[config.mk]
export PLATFORM = sky130hd
export DESIGN_NAME = calendar_real_time_clock_flat
export DESIGN_NICKNAME = d
export VERILOG_FILES = /design/src/hdl/crtc_pkg.sv /design/src/hdl/crtc_channels.sv /design/src/hdl/crtc_set_check.sv /design/src/hdl/crtc_time_core.sv /design/src/hdl/calendar_real_time_clock.sv /design/src/flat_wrapper.sv
export SDC_FILE = /design/constraint.sdc
export NUM_CORES = 1
export LEC_CHECK = 0
export BUFFER_PORTS_ARGS = -buffer_cell sky130_fd_sc_hd__buf_2
export CAP_MARGIN = 25
export CORE_MARGIN = 2
export CORE_UTILIZATION = 30
export CTS_CLUSTER_DIAMETER = 200
export DETAILED_ROUTE_END_ITERATION = 8
export PLACE_DENSITY_LB_ADDON = 0.3
export SLEW_MARGIN = 5
export SYNTH_ARGS = -nofsm -noshare
export SYNTH_HDL_FRONTEND = slang
export SYNTH_SLANG_ARGS = --single-unit
[constraint.sdc]
create_clock -name clock -period 12.2 [get_ports clock]
set_input_delay 2.44 -clock clock [delete_from_list [all_inputs] [get_ports clock]]
set_output_delay 2.44 -clock clock [all_outputs]
set_load 0.01 [all_outputs]
[src/hdl/crtc_pkg.sv]
// Shared types, field widths, codes and calendar helpers for the
// calendar real-time clock. No dependencies.
package crtc_pkg;

   localparam int KIND_W   = 2;
   localparam int RAW_W    = 8;
   localparam int YEAR_W   = 8;
   localparam int MONTH_W  = 4;
   localparam int DAY_W    = 5;
   localparam int HOUR_W   = 5;
   localparam int MINUTE_W = 6;
   localparam int SECOND_W = 6;
   localparam int MILLI_W  = 10;
   localparam int PERIOD_W = 10;

   localparam int YEAR_SPAN  = 1 << YEAR_W;
   localparam int MONTHS     = 12;
   localparam int HOURS      = 24;
   localparam int MINUTES    = 60;
   localparam int SECONDS    = 60;
   localparam int MS_PER_SEC = 1000;

   localparam int YEAR_BASE_DEFAULT = 2000;
   localparam logic [PERIOD_W-1:0] PERIOD_RESET = PERIOD_W'(1000);

   typedef enum logic [KIND_W-1:0] {
      KIND_TICK = 2'd0,
      KIND_GET  = 2'd1,
      KIND_SET  = 2'd2
   } kind_type;

   typedef enum logic [KIND_W-1:0] {
      REPORT_PERIODIC = 2'd0,
      REPORT_GET      = 2'd1,
      REPORT_SET      = 2'd2
   } report_type;

   typedef struct packed {
      logic [KIND_W-1:0] kind;
      logic [RAW_W-1:0]  set_year_offset;
      logic [RAW_W-1:0]  set_month;
      logic [RAW_W-1:0]  set_day;
      logic [RAW_W-1:0]  set_hour;
      logic [RAW_W-1:0]  set_minute;
      logic [RAW_W-1:0]  set_second;
   } req_item_type;

   typedef struct packed {
      logic [KIND_W-1:0]   report_kind;
      logic [YEAR_W-1:0]   year_offset;
      logic [MONTH_W-1:0]  month;
      logic [DAY_W-1:0]    day;
      logic [HOUR_W-1:0]   hour;
      logic [MINUTE_W-1:0] minute;
      logic [SECOND_W-1:0] second;
      logic                set_ok;
      logic                interrupt;
   } rsp_item_type;

   typedef struct packed {
      logic         has_result;
      rsp_item_type item;
   } core_out_type;

   // Leap flag for each year offset, built at elaboration from the base year.
   function automatic logic [YEAR_SPAN-1:0] leap_table(int base);
      int y;
      logic [YEAR_SPAN-1:0] t;
      t = '0;
      for (int i = 0; i < YEAR_SPAN; i++) begin
         y = base + i;
         t[i] = ((y % 4) == 0) && (((y % 100) != 0) || ((y % 400) == 0));
      end
      return t;
   endfunction

   // Length of a month; out-of-range codes read as 31.
   function automatic logic [DAY_W-1:0] month_days(logic [MONTH_W-1:0] mon, logic leap);
      logic [DAY_W-1:0] d;
      case (mon)
         4'd2:                      d = leap ? DAY_W'(29) : DAY_W'(28);
         4'd4, 4'd6, 4'd9, 4'd11:   d = DAY_W'(30);
         default:                   d = DAY_W'(31);
      endcase
      return d;
   endfunction

endpackage

[src/hdl/crtc_channels.sv]
// Valid/ready channel interfaces of the calendar real-time clock.
// Depends on crtc_pkg for field widths.
interface crtc_req_if import crtc_pkg::*; ();
   logic                valid;
   logic                ready;
   logic [KIND_W-1:0]   kind;
   logic [RAW_W-1:0]    set_year_offset;
   logic [RAW_W-1:0]    set_month;
   logic [RAW_W-1:0]    set_day;
   logic [RAW_W-1:0]    set_hour;
   logic [RAW_W-1:0]    set_minute;
   logic [RAW_W-1:0]    set_second;
   modport source (output valid, kind, set_year_offset, set_month, set_day,
                   set_hour, set_minute, set_second, input ready);
   modport sink   (input valid, kind, set_year_offset, set_month, set_day,
                   set_hour, set_minute, set_second, output ready);
endinterface

interface crtc_rsp_if import crtc_pkg::*; ();
   logic                valid;
   logic                ready;
   logic [KIND_W-1:0]   report_kind;
   logic [YEAR_W-1:0]   year_offset;
   logic [MONTH_W-1:0]  month;
   logic [DAY_W-1:0]    day;
   logic [HOUR_W-1:0]   hour;
   logic [MINUTE_W-1:0] minute;
   logic [SECOND_W-1:0] second;
   logic                set_ok;
   logic                interrupt;
   modport source (output valid, report_kind, year_offset, month, day, hour,
                   minute, second, set_ok, interrupt, input ready);
   modport sink   (input valid, report_kind, year_offset, month, day, hour,
                   minute, second, set_ok, interrupt, output ready);
endinterface

interface crtc_csr_if import crtc_pkg::*; ();
   logic                valid;
   logic                ready;
   logic [PERIOD_W-1:0] interrupt_period_ms;
   modport source (output valid, interrupt_period_ms, input ready);
   modport sink   (input valid, interrupt_period_ms, output ready);
endinterface

[src/hdl/crtc_set_check.sv]
// Validity check of a requested date and time.
// Depends on crtc_pkg (widths, month_days).
module crtc_set_check import crtc_pkg::*; (
   input  logic [RAW_W-1:0] set_month,
   input  logic [RAW_W-1:0] set_day,
   input  logic [RAW_W-1:0] set_hour,
   input  logic [RAW_W-1:0] set_minute,
   input  logic [RAW_W-1:0] set_second,
   input  logic             leap,
   output logic             ok
);
   logic             month_ok;
   logic [DAY_W-1:0] limit;

   assign month_ok = (set_month >= RAW_W'(1)) && (set_month <= RAW_W'(MONTHS));
   // only meaningful when month_ok; the low nibble then is the month
   assign limit    = month_days(set_month[MONTH_W-1:0], leap);

   assign ok = month_ok
            && (set_day >= RAW_W'(1)) && (set_day <= RAW_W'(limit))
            && (set_hour < RAW_W'(HOURS))
            && (set_minute < RAW_W'(MINUTES))
            && (set_second < RAW_W'(SECONDS));
endmodule

[src/hdl/crtc_time_core.sv]
// Date/time state, millisecond and period counters, carry chain and set load.
// Depends on crtc_pkg and crtc_set_check.
module crtc_time_core import crtc_pkg::*; #(
   parameter int YEAR_BASE = YEAR_BASE_DEFAULT
) (
   input  logic                clock,
   input  logic                reset,
   input  logic                go,
   input  req_item_type        item,
   input  logic [PERIOD_W-1:0] period,
   output core_out_type        result
);
   localparam logic [YEAR_SPAN-1:0] LeapTab = leap_table(YEAR_BASE);

   logic [YEAR_W-1:0]   year_ff,   year_in;
   logic [MONTH_W-1:0]  month_ff,  month_in;
   logic [DAY_W-1:0]    day_ff,    day_in;
   logic [HOUR_W-1:0]   hour_ff,   hour_in;
   logic [MINUTE_W-1:0] minute_ff, minute_in;
   logic [SECOND_W-1:0] second_ff, second_in;
   logic [MILLI_W-1:0]  milli_ff,  milli_in;
   logic [PERIOD_W-1:0] pcount_ff, pcount_in;

   logic [PERIOD_W-1:0] period_eff;
   logic [PERIOD_W:0]   pcount_sum;
   logic                period_hit;
   logic                sec_tick;
   logic                sec_wrap, min_wrap, hour_wrap, day_wrap, month_wrap;
   logic [DAY_W-1:0]    cur_days;
   logic                set_ok;

   crtc_set_check u_set_check (
      .set_month  (item.set_month),
      .set_day    (item.set_day),
      .set_hour   (item.set_hour),
      .set_minute (item.set_minute),
      .set_second (item.set_second),
      .leap       (LeapTab[item.set_year_offset]),
      .ok         (set_ok)
   );

   // a zero period behaves as one
   assign period_eff = (period == '0) ? PERIOD_W'(1) : period;
   assign pcount_sum = {1'b0, pcount_ff} + (PERIOD_W+1)'(1);
   assign period_hit = pcount_sum >= {1'b0, period_eff};

   assign sec_tick   = milli_ff >= MILLI_W'(MS_PER_SEC - 1);
   assign cur_days   = month_days(month_ff, LeapTab[year_ff]);
   assign sec_wrap   = second_ff >= SECOND_W'(SECONDS - 1);
   assign min_wrap   = minute_ff >= MINUTE_W'(MINUTES - 1);
   assign hour_wrap  = hour_ff >= HOUR_W'(HOURS - 1);
   assign day_wrap   = day_ff >= cur_days;
   assign month_wrap = month_ff >= MONTH_W'(MONTHS);

   always_comb begin
      year_in   = year_ff;
      month_in  = month_ff;
      day_in    = day_ff;
      hour_in   = hour_ff;
      minute_in = minute_ff;
      second_in = second_ff;
      milli_in  = milli_ff;
      pcount_in = pcount_ff;
      result.has_result = 1'b0;
      case (item.kind)
         KIND_TICK: begin
            result.has_result = period_hit;
            pcount_in = period_hit ? '0 : pcount_sum[PERIOD_W-1:0];
            milli_in  = sec_tick ? '0 : milli_ff + MILLI_W'(1);
            if (sec_tick) begin
               second_in = sec_wrap ? '0 : second_ff + SECOND_W'(1);
               if (sec_wrap) begin
                  minute_in = min_wrap ? '0 : minute_ff + MINUTE_W'(1);
                  if (min_wrap) begin
                     hour_in = hour_wrap ? '0 : hour_ff + HOUR_W'(1);
                     if (hour_wrap) begin
                        day_in = day_wrap ? DAY_W'(1) : day_ff + DAY_W'(1);
                        if (day_wrap) begin
                           month_in = month_wrap ? MONTH_W'(1) : month_ff + MONTH_W'(1);
                           if (month_wrap) begin
                              year_in = year_ff + YEAR_W'(1);
                           end
                        end
                     end
                  end
               end
            end
         end
         KIND_GET: begin
            result.has_result = 1'b1;
         end
         KIND_SET: begin
            result.has_result = 1'b1;
            if (set_ok) begin
               year_in   = item.set_year_offset;
               month_in  = item.set_month[MONTH_W-1:0];
               day_in    = item.set_day[DAY_W-1:0];
               hour_in   = item.set_hour[HOUR_W-1:0];
               minute_in = item.set_minute[MINUTE_W-1:0];
               second_in = item.set_second[SECOND_W-1:0];
            end
         end
         default: begin
            result.has_result = 1'b0;
         end
      endcase

      // reports show the time after the item has taken effect
      result.item.report_kind = item.kind;
      result.item.year_offset = year_in;
      result.item.month       = month_in;
      result.item.day         = day_in;
      result.item.hour        = hour_in;
      result.item.minute      = minute_in;
      result.item.second      = second_in;
      result.item.set_ok      = (item.kind == KIND_SET) && set_ok;
      result.item.interrupt   = (item.kind == KIND_TICK);
   end

   always_ff @(posedge clock) begin
      if (reset) begin
         year_ff   <= '0;
         month_ff  <= MONTH_W'(1);
         day_ff    <= DAY_W'(1);
         hour_ff   <= '0;
         minute_ff <= '0;
         second_ff <= '0;
         milli_ff  <= '0;
         pcount_ff <= '0;
      end else if (go) begin
         year_ff   <= year_in;
         month_ff  <= month_in;
         day_ff    <= day_in;
         hour_ff   <= hour_in;
         minute_ff <= minute_in;
         second_ff <= second_in;
         milli_ff  <= milli_in;
         pcount_ff <= pcount_in;
      end
   end
endmodule

[src/hdl/calendar_real_time_clock.sv]
// Top level of the calendar real-time clock: input register, time core,
// result register and period register. Depends on crtc_pkg, crtc_channels,
// crtc_time_core.
//
//   channel   dir   role      payload
//   req_chan  in    sink      kind, set_year_offset .. set_second
//   rsp_chan  out   source    report_kind, date, time, set_ok, interrupt
//   csr_chan  in    sink      interrupt_period_ms (always ready)
//
// Throughput is one item per cycle while rsp is not stalled; an item waits in the
// input register, where the time core updates the state, and its result is
// loaded into the result register as the item leaves the input register.
// The only feedback is the time core's state update, registered as the item advances.
// Reset (synchronous) sets the date to the base year, January 1st, 00:00:00,
// and the interrupt period to 1000 ms.
// A stalled rsp holds its result; the input register still advances items
// that produce no result, and req_ready drops only when a pending result
// cannot move into a full, stalled result register.
module calendar_real_time_clock import crtc_pkg::*; #(
   parameter int YEAR_BASE = YEAR_BASE_DEFAULT
) (
   input  logic  clock,
   input  logic  reset,
   crtc_req_if.sink   req_chan,
   crtc_rsp_if.source rsp_chan,
   crtc_csr_if.sink   csr_chan
);
   logic                in_valid_ff, in_valid_in;
   req_item_type        in_item_ff;
   logic                out_valid_ff, out_valid_in;
   rsp_item_type        out_item_ff;
   logic [PERIOD_W-1:0] period_ff;

   core_out_type        core_out;
   logic                out_free;
   logic                advance;
   logic                req_xfer;

   crtc_time_core #(
      .YEAR_BASE (YEAR_BASE)
   ) u_time_core (
      .clock  (clock),
      .reset  (reset),
      .go     (advance),
      .item   (in_item_ff),
      .period (period_ff),
      .result (core_out)
   );

   // the held item moves on when its result, if any, has a slot
   assign out_free = !out_valid_ff || rsp_chan.ready;
   assign advance  = in_valid_ff && (!core_out.has_result || out_free);
   assign req_chan.ready = !in_valid_ff || advance;
   assign req_xfer = req_chan.valid && req_chan.ready;

   assign in_valid_in  = req_xfer ? 1'b1 : (advance ? 1'b0 : in_valid_ff);
   assign out_valid_in = (advance && core_out.has_result) ? 1'b1
                       : (rsp_chan.ready ? 1'b0 : out_valid_ff);

   always_ff @(posedge clock) begin
      if (reset) begin
         in_valid_ff  <= 1'b0;
         out_valid_ff <= 1'b0;
         period_ff    <= PERIOD_RESET;
      end else begin
         in_valid_ff  <= in_valid_in;
         out_valid_ff <= out_valid_in;
         if (csr_chan.valid) begin
            period_ff <= csr_chan.interrupt_period_ms;
         end
      end
   end

   // payload registers
   always_ff @(posedge clock) begin
      if (req_xfer) begin
         in_item_ff.kind            <= req_chan.kind;
         in_item_ff.set_year_offset <= req_chan.set_year_offset;
         in_item_ff.set_month       <= req_chan.set_month;
         in_item_ff.set_day         <= req_chan.set_day;
         in_item_ff.set_hour        <= req_chan.set_hour;
         in_item_ff.set_minute      <= req_chan.set_minute;
         in_item_ff.set_second      <= req_chan.set_second;
      end
      if (advance && core_out.has_result) begin
         out_item_ff <= core_out.item;
      end
   end

   assign csr_chan.ready       = 1'b1;

   assign rsp_chan.valid       = out_valid_ff;
   assign rsp_chan.report_kind = out_item_ff.report_kind;
   assign rsp_chan.year_offset = out_item_ff.year_offset;
   assign rsp_chan.month       = out_item_ff.month;
   assign rsp_chan.day         = out_item_ff.day;
   assign rsp_chan.hour        = out_item_ff.hour;
   assign rsp_chan.minute      = out_item_ff.minute;
   assign rsp_chan.second      = out_item_ff.second;
   assign rsp_chan.set_ok      = out_item_ff.set_ok;
   assign rsp_chan.interrupt   = out_item_ff.interrupt;
endmodule

[src/flat_wrapper.sv]
// flat-port wrapper written by rule: the top's interface ports become plain ports
module calendar_real_time_clock_flat import crtc_pkg::*;
#(
   parameter int YEAR_BASE = YEAR_BASE_DEFAULT
)
  (clock, reset, req_chan_valid, req_chan_kind, req_chan_set_year_offset, req_chan_set_month, req_chan_set_day, req_chan_set_hour, req_chan_set_minute, req_chan_set_second, req_chan_ready, rsp_chan_valid, rsp_chan_report_kind, rsp_chan_year_offset, rsp_chan_month, rsp_chan_day, rsp_chan_hour, rsp_chan_minute, rsp_chan_second, rsp_chan_set_ok, rsp_chan_interrupt, rsp_chan_ready, csr_chan_valid, csr_chan_interrupt_period_ms, csr_chan_ready);
  crtc_req_if req_chan_i ();
  crtc_rsp_if rsp_chan_i ();
  crtc_csr_if csr_chan_i ();
  input  logic clock;
  input  logic reset;
  input wire logic [$bits(req_chan_i.valid)-1:0] req_chan_valid;
  input wire logic [$bits(req_chan_i.kind)-1:0] req_chan_kind;
  input wire logic [$bits(req_chan_i.set_year_offset)-1:0] req_chan_set_year_offset;
  input wire logic [$bits(req_chan_i.set_month)-1:0] req_chan_set_month;
  input wire logic [$bits(req_chan_i.set_day)-1:0] req_chan_set_day;
  input wire logic [$bits(req_chan_i.set_hour)-1:0] req_chan_set_hour;
  input wire logic [$bits(req_chan_i.set_minute)-1:0] req_chan_set_minute;
  input wire logic [$bits(req_chan_i.set_second)-1:0] req_chan_set_second;
  output wire logic [$bits(req_chan_i.ready)-1:0] req_chan_ready;
  output wire logic [$bits(rsp_chan_i.valid)-1:0] rsp_chan_valid;
  output wire logic [$bits(rsp_chan_i.report_kind)-1:0] rsp_chan_report_kind;
  output wire logic [$bits(rsp_chan_i.year_offset)-1:0] rsp_chan_year_offset;
  output wire logic [$bits(rsp_chan_i.month)-1:0] rsp_chan_month;
  output wire logic [$bits(rsp_chan_i.day)-1:0] rsp_chan_day;
  output wire logic [$bits(rsp_chan_i.hour)-1:0] rsp_chan_hour;
  output wire logic [$bits(rsp_chan_i.minute)-1:0] rsp_chan_minute;
  output wire logic [$bits(rsp_chan_i.second)-1:0] rsp_chan_second;
  output wire logic [$bits(rsp_chan_i.set_ok)-1:0] rsp_chan_set_ok;
  output wire logic [$bits(rsp_chan_i.interrupt)-1:0] rsp_chan_interrupt;
  input wire logic [$bits(rsp_chan_i.ready)-1:0] rsp_chan_ready;
  input wire logic [$bits(csr_chan_i.valid)-1:0] csr_chan_valid;
  input wire logic [$bits(csr_chan_i.interrupt_period_ms)-1:0] csr_chan_interrupt_period_ms;
  output wire logic [$bits(csr_chan_i.ready)-1:0] csr_chan_ready;
  assign req_chan_i.valid = req_chan_valid;
  assign req_chan_i.kind = req_chan_kind;
  assign req_chan_i.set_year_offset = req_chan_set_year_offset;
  assign req_chan_i.set_month = req_chan_set_month;
  assign req_chan_i.set_day = req_chan_set_day;
  assign req_chan_i.set_hour = req_chan_set_hour;
  assign req_chan_i.set_minute = req_chan_set_minute;
  assign req_chan_i.set_second = req_chan_set_second;
  assign req_chan_ready = req_chan_i.ready;
  assign rsp_chan_valid = rsp_chan_i.valid;
  assign rsp_chan_report_kind = rsp_chan_i.report_kind;
  assign rsp_chan_year_offset = rsp_chan_i.year_offset;
  assign rsp_chan_month = rsp_chan_i.month;
  assign rsp_chan_day = rsp_chan_i.day;
  assign rsp_chan_hour = rsp_chan_i.hour;
  assign rsp_chan_minute = rsp_chan_i.minute;
  assign rsp_chan_second = rsp_chan_i.second;
  assign rsp_chan_set_ok = rsp_chan_i.set_ok;
  assign rsp_chan_interrupt = rsp_chan_i.interrupt;
  assign rsp_chan_i.ready = rsp_chan_ready;
  assign csr_chan_i.valid = csr_chan_valid;
  assign csr_chan_i.interrupt_period_ms = csr_chan_interrupt_period_ms;
  assign csr_chan_ready = csr_chan_i.ready;
  calendar_real_time_clock #(.YEAR_BASE(YEAR_BASE)) u_core (.clock(clock), .reset(reset), .req_chan(req_chan_i), .rsp_chan(rsp_chan_i), .csr_chan(csr_chan_i));
endmodule
Word-level counts from Yosys, hierarchy flattened. Memory sizes are Yosys's and may differ from the RTL's. A register that Yosys moved wholly into a read port is not among the register bits. Cells that the tools add are included.

Word-level logic and storage cells: 144. Bits of input ports: 65. ROM bits: 512. Flip-flop bits (word level): 154. Memories: 2.

Memories: (no name shown) (words 256, width 1, read ports 1, clocked after memory_dff 1, write ports 0, RTL line crtc_time_core.sv:48) `assign cur_days = month_days(month_ff, LeapTab[year_ff]);`; (no name shown) (words 256, width 1, read ports 1, clocked after memory_dff 1, write ports 0, RTL line crtc_time_core.sv:38) `.leap (LeapTab[item.set_year_offset]),`.

Reductions and logical operators: 24. Eq/ne operators: 12. Muxes and demuxes: 55. Add/subtract/negate cells: 8. Order comparisons: 16.

Operator list (number): $mux 8 (10); $mux 5 (11); $mux 6 (7); $mux 10 (3); $pmux 5 s2 (3); $mux 4 (7); $pmux 6 s2 (2); $lt 8x9->1 const B (2); $eq 4x3->1 const B (4); $eq 4x4->1 const B (4); $ge 8x1->1 const B (2); $lt 8x6->1 const B (2); $pmux 8 s2 (1); $add 6x1->6 const B (2); $ge 6x6->1 const B (2); $add 10x1->11 const B (1); $ge 11x10->1 (1); $add 10x1->10 const B (1); $add 5x1->5 const B (2); $ge 10x10->1 const B (1); $logic_and 1x1->1 (10); $logic_not 10->1 (1); $add 8x1->8 const B (1); $eq 4x2->1 const B (2); other kinds (20) (33).

Depth between registers and ports, before layout. Gate-level depths: netlist of the first run.

Depth in word-level cells: 13. Depth in mapped cells: 16.

Modules after synthesis. Synthesis of the first run repeated with hierarchy kept, for this count alone.

Cell total of the unflattened synthesis: 763. Area total of the unflattened synthesis: 7642.3 µm².

By module, submodules not included: crtc_time_core (times used 1, cells each 602, area an instance 4344.2 µm², sequential area each 1101.1 µm²); calendar_real_time_clock (times used 1, cells each 134, area an instance 3116.7 µm², sequential area each 2882.8 µm²); crtc_set_check (times used 1, cells each 27, area an instance 181.4 µm², sequential area each 0.0 µm²).

Least setup slack after synthesis of the first run. OpenSTA, ideal clock, no wires.

Path kind: input-to-reg. From: input rsp_chan_ready. To: register u_core.out_item_ff (netlist bit u_core.rsp_chan.day[0]) (enable). Buffers on the path: 1. Required time: 11.717 ns. Library setup time: 0.483 ns. Path slack: 6.031 ns. Arrival time: 5.686 ns. Stages on the path: 6. Path through: or3b_2 nand2_1 o31ai_1 a21oi_1 clkbuf_1 nor3_1.

Word-level cells in the longest chain between the ends: 4.

Ends and longest elaborated chain: start: declaration (RTL line flat_wrapper.sv:31) `input wire logic [$bits(rsp_chan_i.ready)-1:0] rsp_chan_ready;`; $logic_or 1x1->1 (RTL line calendar_real_time_clock.sv:51) `assign out_free = !out_valid_ff || rsp_chan.ready;`; $logic_or 1x1->1 (RTL line calendar_real_time_clock.sv:52) `assign advance = in_valid_ff && (!core_out.has_result || out_free);`; $logic_and 1x1->1 (RTL line calendar_real_time_clock.sv:52); $logic_and 1x1->1 (RTL line calendar_real_time_clock.sv:85) `if (advance && core_out.has_result) begin`; end signal: assignment (RTL line calendar_real_time_clock.sv:86) `out_item_ff <= core_out.item;`; end: declaration (RTL line calendar_real_time_clock.sv:31) `rsp_item_type out_item_ff;`.

No other way between the ends. A chain may end at the register's enable or synchronous reset.

Final worst setup path of the first run.
From: register u_core.u_time_core.pcount_ff[0]. To: output req_chan_ready.

Word-level cells in the longest chain between the ends: 7.

Ends and longest elaborated chain: start: declaration (RTL line crtc_time_core.sv:22) `logic [PERIOD_W-1:0] pcount_ff, pcount_in;`; start signal: assignment (RTL line crtc_time_core.sv:138) `pcount_ff <= pcount_in;`; $add 10x1->11 (RTL line crtc_time_core.sv:44) `assign pcount_sum = {1'b0, pcount_ff} + (PERIOD_W+1)'(1);`; $ge 11x10->1 (RTL line crtc_time_core.sv:45) `assign period_hit = pcount_sum >= {1'b0, period_eff};`; $pmux 1 s2 (RTL line crtc_time_core.sv:65) `case (item.kind)`; $logic_not 1->1 (RTL line calendar_real_time_clock.sv:52); $logic_or 1x1->1 (RTL line calendar_real_time_clock.sv:52); $logic_and 1x1->1 (RTL line calendar_real_time_clock.sv:52); $logic_or 1x1->1 (RTL line calendar_real_time_clock.sv:53) `assign req_chan.ready = !in_valid_ff || advance;`; end: declaration (RTL line flat_wrapper.sv:20) `output wire logic [$bits(req_chan_i.ready)-1:0] req_chan_ready;`.

No other way between the ends.

==> impl_metrics.csv, run 1 <==
group,metric,value,unit
cts,cts_hold_buf,0,
sta,holdWs,0.484,ns
pwr,leakage,3.53,nW
synthesis,synth_cell_types,74,
synthesis,ys_top_cells_by_area,"edfxtp_1 35%, dfxtp_1 18%, nand2_1 4.6%",
worst_setup_path,cp-startpoint,"u_core.u_time_core.pcount_ff[0]",
sta,max_clock_freq,166,MHz
placement,gp_congestion,0.878,
worst_setup_path,r2r-start,"u_core.in_item_ff[35]",
grt,track_usage,0.149,
sta,setup_viol,0,
cts,worst_skew_pair.late_latency,0.44,ns
sta,clock_skew,0.0164,ns
sta,timing.final.hold_violations,0,
grt,grt_pass1_vias,5666,
route,wl_per_cell,16.7,um
pwr,powerDensity,140,nW/um2
route,drc,0,
sta,rsz0062_at_grt,"false",
route,antenna_left,0,
worst_setup_path,worstPathMaxFanout,6,
pwr,power,1.26,mW
cells_and_area,n_antenna_cell,0,
synthesis,ys_seq_elements,156,
synthesis,synth_top_area_share,0.348,
synthesis,synth_edf_count,88,
synthesis,synthFlopType,"edfxtp_1",
worst_setup_path,endpoint_kind,"primary output",
synthesis,synth.most_common_cell,"nand2_1",
grt,grt_pass1_wl,30600,um
synthesis,async_flop_share,0,
cts,cts_tree,"done",
synthesis,synth_top_cell_by_area,"edfxtp_1",
synthesis,syn_area_per_cell,10.2,um2
cts,cts.path.max_buffers,2,
synthesis,synth_cells,743,
cts,cts_buffers,17,
floorplan,num_rows,58,
floorplan,die_area,26600,um2
route,viasPerCell,5.05,
cts,clock-sinks,156,
worst_setup_path,setup.worst_path.class,"reg -> out",
cells_and_area,syn2layout_area_growth,18.6,%
worst_setup_path,worst-r2r-cell-count,12,
placement,hpwl,13200,um
cells_and_area,drive_gt1_frac,0.207,
cts,htreeDepth,4,
grt,grt_max_degree,53,
worst_setup_path,endpoint,"req_chan_ready",
worst_setup_path,critical_path_arrival,3.58,ns
cts,root_buffer,"clkbuf_16",
floorplan,die_x,163,um
sta,slew_headroom,0.397,
sta,post-route-min-period,6.02,ns
cts,clk_pin_slew,0.07,ns
floorplan,fp.dieH,163,um
sta,tns,0,ns
route,drt-initial-drc-count,490,
sta,tightest_slew,0.897,ns
cells_and_area,num-nets-final,932,
placement,place_ws,6.29,ns
route,drtPass1Iterations,5,
synthesis,ys_warn_count,0,
sta,setup_slack,6.18,ns
hold_path,hp-class,"reg -> reg",
synthesis,synth-seq-area-share,0.528,
cts,post_cts_buffers,0,
worst_setup_path,critPathLaunchType,"flip-flop",
synthesis,synthesis.nets,836,
route,via_count,5970,
synthesis,syn-cell-area,7590,um2
worst_setup_path,reg2reg_setup_slack,8.10,ns
sta,slew_viol_final,0,
grt,antenna_found_initial,0,
grt,gr-total-overflow,0,
floorplan,core,25000,um2
placement,portBuffers,104,
pwr,vdd_drop_max,80.4,uV
sta,period_share,0.494,
synthesis,yosys-top-cells-count,"94 x nand2_1, 88 x edfxtp_1, 79 x nor2_1",
floorplan,io-pin-count,106,
floorplan,start_util,0.303,
cells_and_area,num-fill-cells,2534,
route,wl,19700,um
job,maxCapViolations,0,
cts,cts_resized,0,
worst_setup_path,crit_required,9.76,ns
run_status,status,"complete, no violations",
-- layer usage --
metal	wire length (um)	GRT usage	vias up
met5	0	0	-
met4	261	0.0451	0
met3	835	0.0259	17
met2	9110	0.242	138
met1	9520	0.204	2895
li1	-	-	2920
-- flip-flops by register name, summed over array words and instances (netlist names), 5 cells and up, named ones only --
| name | cells |
|---|---|
| u_core.u_time_core.second_ff | 6 |
| u_core.u_time_core.milli_ff | 10 |
| u_core.rsp_chan.year_offset | 8 |
| u_core.in_item_ff | 50 |
| u_core.rsp_chan.day | 5 |
| u_core.u_time_core.minute_ff | 6 |
| u_core.rsp_chan.second | 6 |
| u_core.rsp_chan.hour | 5 |
| u_core.rsp_chan.minute | 6 |
| u_core.period_ff | 10 |
| u_core.u_time_core.hour_ff | 5 |
| u_core.u_time_core.pcount_ff | 10 |
| u_core.u_time_core.day_ff | 5 |
| u_core.u_time_core.year_ff | 8 |
-- critical path, stage by stage, from the launching register on --
cell and delay, ns:
dfxtp_1 0.43, ha_1 0.22, and3_1 0.21, nand3_1 0.20
nor2_1 0.18, xor2_1 0.10, ha_1 0.34, nand4_1 0.09
or3_1 0.31, o221a_2 0.33, nand2_1 0.13, a21oi_1 0.12
nor2_1 0.26, nand2_1 0.11, buf_2 0.15
-- report_power, final --
group          switching (mW)  total [mW]  leakage (nW)  internal [mW]
logic                  0.0691       0.108          1.84         0.0392
clock network           0.250       0.543         0.287          0.293
registers              0.0214       0.608          1.40          0.586
total                   0.340        1.26          3.53          0.918
-- cell type report --
cell class | count | area (um2) | share of cell area
sequential | 156 | 4000 | 0.445
multi-input combinational | 521 | 3300 | 0.366
clock buffer | 17 | 425 | 0.0473
clock inverter | 15 | 168 | 0.0186
inverter | 31 | 116 | 0.0129
timing repair buffer | 112 | 581 | 0.0645
tap | 330 | 413 | 0.0459
-- worst min path at each step --
stage                     cells after the start  slack, ns                             endpoint                      startpoint
after floorplan                               1       0.44  u_core.u_time_core.u_set_check.leap           u_core.in_item_ff[40]
after global placement                        2       0.47       u_core.u_time_core.milli_ff[9]  u_core.u_time_core.milli_ff[9]
after detailed placement                      2       0.48       u_core.u_time_core.milli_ff[9]  u_core.u_time_core.milli_ff[9]
after CTS                                     1       0.49  u_core.u_time_core.u_set_check.leap           u_core.in_item_ff[40]
after global routing                          1       0.51  u_core.u_time_core.u_set_check.leap           u_core.in_item_ff[40]
final                                         1       0.48  u_core.u_time_core.u_set_check.leap           u_core.in_item_ff[40]
-- per-stage QoR --
stage	cell area, um2	util	instances
2_1_floorplan	7590	-	743
3_3_place_gp	8400	0.336	1149
3_5_place_dp	8400	0.336	1149
4_1_cts	8990	0.359	1181
5_1_grt	9000	0.360	1182
6_report	9000	0.360	1182
-- logic make-up after synthesis --
group,count (synthesis),synth area share
XOR/XNOR,24,0.0277
other,1,0.000494
multiplexers,14,0.0193
adder cells (fa/ha/maj),28,0.0462
buffers and inverters,66,0.0407
flip-flops,156,0.528
AO/OA/AOI/OAI,161,0.143
AND/OR/NAND/NOR,293,0.195
-- layout by cell type, fill, tap and decap left out, types with 8 or more instances in the layout --
cell type,synthesis,layout
nand4_1,13,13
nand3_1,20,20
xor2_1,17,17
a22oi_1,14,14
nor3_1,25,24
edfxtp_1,88,88
clkbuf_16,0,17
and3_1,8,8
and2_1,8,8
a221o_1,9,9
o21ai_0,35,35
ha_1,28,28
nand2_1,94,94
mux2i_1,9,9
a31oi_1,12,12
buf_2,9,104
o211ai_1,12,12
inv_1,31,31
dfxtp_1,68,68
nor2_1,79,79
buf_4,1,8
a21oi_1,36,34
Note: power is estimated with default switching activity, not from simulation.
==> run 2: changes to the inputs <==
==> constraint.sdc (replaced) <==
create_clock -name clock -period 5.1 [get_ports clock]
set_input_delay 1.02 -clock clock [delete_from_list [all_inputs] [get_ports clock]]
set_output_delay 1.02 -clock clock [all_outputs]
set_load 0.01 [all_outputs]
==> impl_metrics.csv, run 2 (same netlist as run 1, synthesis figures left out) <==
group,metric,value,unit
placement,dpl-instance-area,8460,um2
cells_and_area,num-fill-cells,2534,
route,drtPass1Iterations,5,
pwr,power.switching,0.766,mW
sta,clock_skew,0.0128,ns
grt,met1_usage,0.214,
sta,post-route-min-period,4.66,ns
cts,post_cts_buffers,0,
cts,clk_pin_slew,0.07,ns
pwr,p_seq_frac,0.478,
cts,cts_resized,0,
grt,track_usage,0.150,
placement,gp_congestion,0.889,
route,wl,19400,um
grt,use_met3,0.0422,
cells_and_area,final_util,0.362,
run_status,status,"complete, no violations",
grt,grt_max_degree,47,
grt,use_met2,0.218,
cts,cts_buffers,17,
sta,slew_headroom,0.413,
cts,htreeDepth,4,
pwr,p_sw_frac,0.252,
cts,clock-sinks,156,
sta,setup_slack,0.436,ns
cells_and_area,final_common_cell,"buf_2",
sta,tns,0,ns
floorplan,die_area,26600,um2
cts,cts_hold_buf,0,
route,wl_per_cell,16.3,um
worst_setup_path,endpoint_kind,"primary output",
cells_and_area,syn2layout_area_growth,19.5,%
sta,timing.final.hold_violations,0,
route,via_count,5924,
cells_and_area,drive_gt1_frac,0.209,
placement,portBuffers,104,
cells_and_area,finalInstanceArea,9070,um2
cells_and_area,n_antenna_cell,0,
cells_and_area,largest_register_ffs,50,
grt,grt_pass1_vias,5612,
cts,cts.path.max_buffers,2,
sta,slew_viol_final,0,
worst_setup_path,worstPathMaxFanout,6,
grt,antenna_found_initial,0,
cells_and_area,largest-register,"u_core.in_item_ff",
job,maxCapViolations,0,
grt,busiest_layer,"met2",
cts,root_buffer,"clkbuf_16",
cts,cts_tree,"done",
cts,worst_skew_pair.late_latency,0.43,ns
route,viasPerCell,4.99,
cells_and_area,num-nets-final,936,
sta,rsz0062_at_grt,"false",
grt,grt_pass1_wl,30700,um
route,drt-initial-drc-count,448,
floorplan,start_util,0.303,
sta,max_clock_freq,214,MHz
floorplan,die_x,163,um
placement,place_ws,0.873,ns
sta,tightest_slew,0.874,ns
worst_setup_path,setup.worst_path.class,"reg -> out",
floorplan,fp.dieH,163,um
placement,place_inst,1154,
grt,gr-total-overflow,0,
pwr,p_clk_frac,0.437,
floorplan,io-pin-count,106,
sta,period_share,0.914,
cells_and_area,layout_common_cells,"104 x buf_2, 94 x nand2_1, 88 x edfxtp_1, 79 x nor2_1, 68 x dfxtp_1",
pwr,p_comb_frac,0.085,
pwr,p_int,2.28,mW
pwr,powerDensity,335,nW/um2
sta,holdWs,0.493,ns
floorplan,num_rows,58,
route,drc,0,
hold_path,hp-class,"reg -> reg",
worst_setup_path,crit_required,4.08,ns
pwr,power,3.04,mW
worst_setup_path,critical_path_arrival,3.64,ns
cells_and_area,finalNonFillerCells,1186,
placement,hpwl,13600,um
worst_setup_path,critPathLaunchType,"flip-flop",
pwr,vdd_drop_max,196,uV
pwr,leakage,3.55,nW
floorplan,core,25000,um2
sta,setup_viol,0,
route,antenna_left,0,
==> run 2: cell count changes in the layout (fill, tap and decap cells not counted), moves of 2 or more <==
cell | before | now
inv_8 | 4 | 1
clkinv_4 | 0 | 3
inv_6 | 7 | 3
buf_4 | 8 | 11
bufinv_16 | 1 | 3
clkinvlp_4 | 2 | 4
==> run 2: layer usage <==
metal | vias up | routed length [um]
met3 | 21 | 1320
li1 | 2933 | -
met5 | - | 0
met4 | 0 | 325
met1 | 2782 | 9490
met2 | 188 | 8230
==> run 2: area by class of cell <==
class / instances / area, um2 / share of cell area
inverter: 31 / 116 / 0.0128
multi-input combinational: 521 / 3300 / 0.364
clock inverter: 15 / 188 / 0.0207
tap: 330 / 413 / 0.0455
timing repair buffer: 116 / 623 / 0.0687
sequential: 156 / 4000 / 0.441
clock buffer: 17 / 425 / 0.0469
==> run 2: final timing paths <==
check | from | end | slack, ns | cells past startpoint
max | u_core.u_time_core.pcount_ff[0] | req_chan_ready | 0.44 | 14
min | u_core.in_item_ff[40] | u_core.u_time_core.u_set_check.leap | 0.49 | 1
max reg2reg | u_core.u_time_core.pcount_ff[0] | flip-flop | 0.97 | 13
min reg2reg | u_core.in_item_ff[40] | u_core.u_time_core.u_set_check.leap | 0.49 | 1
==> run 2: worst max-delay path, stage by stage (launching register included) <==
cell and delay (ns):
dfxtp_1 0.44, ha_1 0.22, and3_1 0.20, nand3_1 0.20
nor2_1 0.18, xor2_1 0.10, ha_1 0.32, nand4_1 0.07
or3_1 0.32, o221a_2 0.33, nand2_1 0.14, a21oi_1 0.14
nor2_1 0.27, nand2_1 0.13, buf_2 0.16
==> run 2: power groups by stage <==
stage / sequential [mW] / combinational, mW / clock (mW)
floorplan: 1.47 / 0.162 / 0
global placement: 1.48 / 0.260 / 0
detailed placement: 1.48 / 0.263 / 0
CTS: 1.45 / 0.265 / 1.36
global route: 1.46 / 0.296 / 1.41
finish: 1.45 / 0.260 / 1.33
==> run 3: changes to the inputs <==
--- a/config.mk
+++ b/config.mk
@@ -15,4 +15,5 @@
 export SLEW_MARGIN = 5
 export SYNTH_ARGS = -nofsm -noshare
 export SYNTH_HDL_FRONTEND = slang
+export SYNTH_HIERARCHICAL = 1
 export SYNTH_SLANG_ARGS = --single-unit
==> impl_metrics.csv, run 3 <==
group,metric,value,unit
run_status,status,"complete, no violations",
sta,post-route-min-period,4.73,ns
worst_setup_path,max_stage_delay,0.41,ns
worst_setup_path,worstPathMaxFanout,47,
sta,tightest_slew,0.835,ns
cts,clk_pin_slew,0.07,ns
floorplan,core,25100,um2
sta,setup_viol,0,
pwr,power,2.87,mW
cells_and_area,finalInstanceArea,9090,um2
floorplan,num_rows,58,
synthesis,synth.most_common_cell,"nand2_1",
grt,grt_max_degree,48,
worst_setup_path,critPathLaunchType,"flip-flop",
route,drc,0,
cells_and_area,finalNonFillerCells,1202,
cts,worst_skew_pair.late_latency,0.43,ns
route,drt-initial-drc-count,391,
placement,gp_congestion,0.869,
sta,holdWs,0.477,ns
placement,place_ws,0.348,ns
worst_setup_path,reg2reg_setup_slack,0.37,ns
route,antenna_left,0,
synthesis,ys_top_cells_by_area,"edfxtp_1 35%, dfxtp_1 18%, nand2_1 4.9%",
pwr,leakage,3.48,nW
synthesis,synth_top_cell_by_area,"edfxtp_1",
worst_setup_path,critical_path_arrival,5.08,ns
grt,grt_pass1_vias,5849,
placement,dpl-instance-area,8510,um2
sta,slew_headroom,0.439,
synthesis,synthesis.nets,856,
cells_and_area,num-fill-cells,2594,
hold_path,whs_endpoint,"u_core/u_time_core/pcount_ff[1]",
cts,root_buffer,"clkbuf_16",
worst_setup_path,crit_required,5.45,ns
cells_and_area,num-nets-final,952,
route,via_count,6156,
sta,slew_viol_final,0,
route,drtPass1Iterations,5,
synthesis,ys_warn_count,6,
grt,grt_pass1_wl,30900,um
cts,htreeDepth,4,
synthesis,synth_top_area_share,0.346,
floorplan,die_area,26800,um2
worst_setup_path,worst-path-buf-inv,1,
cells_and_area,largest-register,"u_core/in_item_ff",
grt,track_usage,0.148,
cts,cts_tree,"done",
worst_setup_path,worst-r2r-cell-count,20,
worst_setup_path,endpoint_kind,"flip-flop",
cts,cts_buffers,17,
sta,max_clock_freq,211,MHz
sta,rsz0062_at_grt,"false",
cells_and_area,syn2layout_area_growth,19.0,%
synthesis,syn_area_per_cell,10.0,um2
grt,antenna_found_initial,0,
worst_setup_path,r2r-start,"u_core/u_time_core/pcount_ff[0]",
pwr,powerDensity,315,nW/um2
placement,place_inst,1170,
synthesis,synth-seq-area-share,0.521,
synthesis,synthFlopType,"edfxtp_1",
route,wl,19700,um
sta,clock_skew,0.0109,ns
synthesis,ys_seq_elements,155,
worst_setup_path,crit_slowest_cell,"dfxtp_1",
worst_setup_path,worstPathCellList,"ha_1 -> nand3_1 -> nor2_1 -> nand3_1 -> xnor2_1 -> ha_1 -> a21o_1 -> a21oi_1 -> o211ai_1 -> a211o_1 -> a31oi_1 -> nor2_1 -> a21boi_4 -> clkbuf_8 -> o21ai_0 -> a22o_1 -> a221o_1 -> or4b_1 -> o21ai_1 -> a32oi_1",
placement,portBuffers,104,
hold_path,hp-class,"reg -> reg",
cts,post_cts_buffers,0,
hold_path,hp-start,"u_core/u_time_core/pcount_ff[1]",
floorplan,die_x,164,um
sta,timing.final.hold_violations,0,
cts,cts.path.max_buffers,2,
worst_setup_path,setup.worst_path.class,"reg -> reg",
worst_setup_path,critical-path-top-delay-family,"compound AO/OA/AOI/OAI gates",
cells_and_area,final_common_cell,"buf_2",
synthesis,synth_cell_types,79,
cells_and_area,layout_common_cells,"104 x buf_2, 99 x nand2_1, 88 x edfxtp_1, 67 x dfxtp_1, 54 x nor2_1",
cells_and_area,final_util,0.362,
sta,tns,0,ns
route,viasPerCell,5.12,
pwr,vdd_drop_max,169,uV
hold_path,hold_depth,2,
synthesis,async_flop_share,0,
cells_and_area,largest_register_ffs,50,
floorplan,io-pin-count,106,
grt,gr-total-overflow,0,
synthesis,synth_edf_count,88,
cts,clock-sinks,155,
route,wl_per_cell,16.4,um
job,maxCapViolations,0,
floorplan,fp.dieH,164,um
cts,cts_hold_buf,0,
cells_and_area,drive_gt1_frac,0.198,
sta,setup_slack,0.370,ns
synthesis,synth_cells,763,
sta,period_share,0.928,
synthesis,syn-cell-area,7640,um2
floorplan,start_util,0.304,
synthesis,yosys-top-cells-count,"99 x nand2_1, 88 x edfxtp_1, 67 x dfxtp_1",
cells_and_area,n_antenna_cell,0,
placement,hpwl,13700,um
==> run 3: per-layer routing <==
metal | track usage | up-vias | part of all wire
met2 | 0.242 | 172 | 0.47
met3 | 0.0333 | 12 | 0.063
met5 | 0 | - | 0
met1 | 0.196 | 2940 | 0.46
li1 | - | 3032 | -
met4 | 0.0399 | 0 | 0.0081
==> run 3: worst max path at each step <==
stage,startpoint,end,slack [ns],cells after the start
after global placement,u_core/u_time_core/pcount_ff[0],flip-flop,0.46,20
after CTS,u_core/u_time_core/pcount_ff[0],flip-flop,0.25,20
final,u_core/u_time_core/pcount_ff[0],flip-flop,0.37,20
after detailed placement,u_core/u_time_core/pcount_ff[0],flip-flop,0.35,20
after global routing,u_core/u_time_core/pcount_ff[0],flip-flop,0.02,20
after floorplan,u_core/u_time_core/pcount_ff[0],u_core/rsp_chan.day[0],0.72,14
==> run 3: tightest hold or removal path, delay by kind of cell (launching register included) <==
| kind | cells | cell delay, ns |
|---|---|---|
| DFF | 1 | 0.33 |
| AOI/OAI and AO/OA | 1 | 0.05 |
| and+or+nand+nor | 1 | 0.06 |
==> run 3: where the power goes <==
group	internal (mW)	switching, mW
registers	1.37	0.0412
clock network	0.699	0.547
logic	0.0831	0.124
total	2.16	0.712
==> run 3: cells by family (layout without fill, tap and decap cells) <==
family / after synthesis / after routing / synth area share
AND/OR/NAND/NOR: 289 / 289 / 0.187
other: 1 / 1 / 0.000491
AO/OA/AOI/OAI: 181 / 181 / 0.163
flip-flops: 155 / 155 / 0.521
adder cells (fa/ha/maj): 28 / 28 / 0.0458
multiplexers: 13 / 13 / 0.0172
buffers and inverters: 79 / 188 / 0.0454
XOR/XNOR: 17 / 17 / 0.0195
==> run 3: repair_timing <==
item	in CTS	in global routing
resized for setup	0	2
endpoints found under the hold margin	0	0
endpoints found under the setup margin	0	1
==> run 3: cell type report <==
| class | count | area (um2) | share of cell area |
|---|---|---|---|
| Sequential cell | 155 | 3980 | 0.438 |
| Multi-Input combinational cell | 529 | 3330 | 0.366 |
| Timing Repair Buffer | 115 | 634 | 0.0698 |
| Clock buffer | 19 | 443 | 0.0487 |
| Tap cell | 330 | 413 | 0.0454 |
| Inverter | 41 | 154 | 0.0169 |
| Clock inverter | 13 | 134 | 0.0147 |
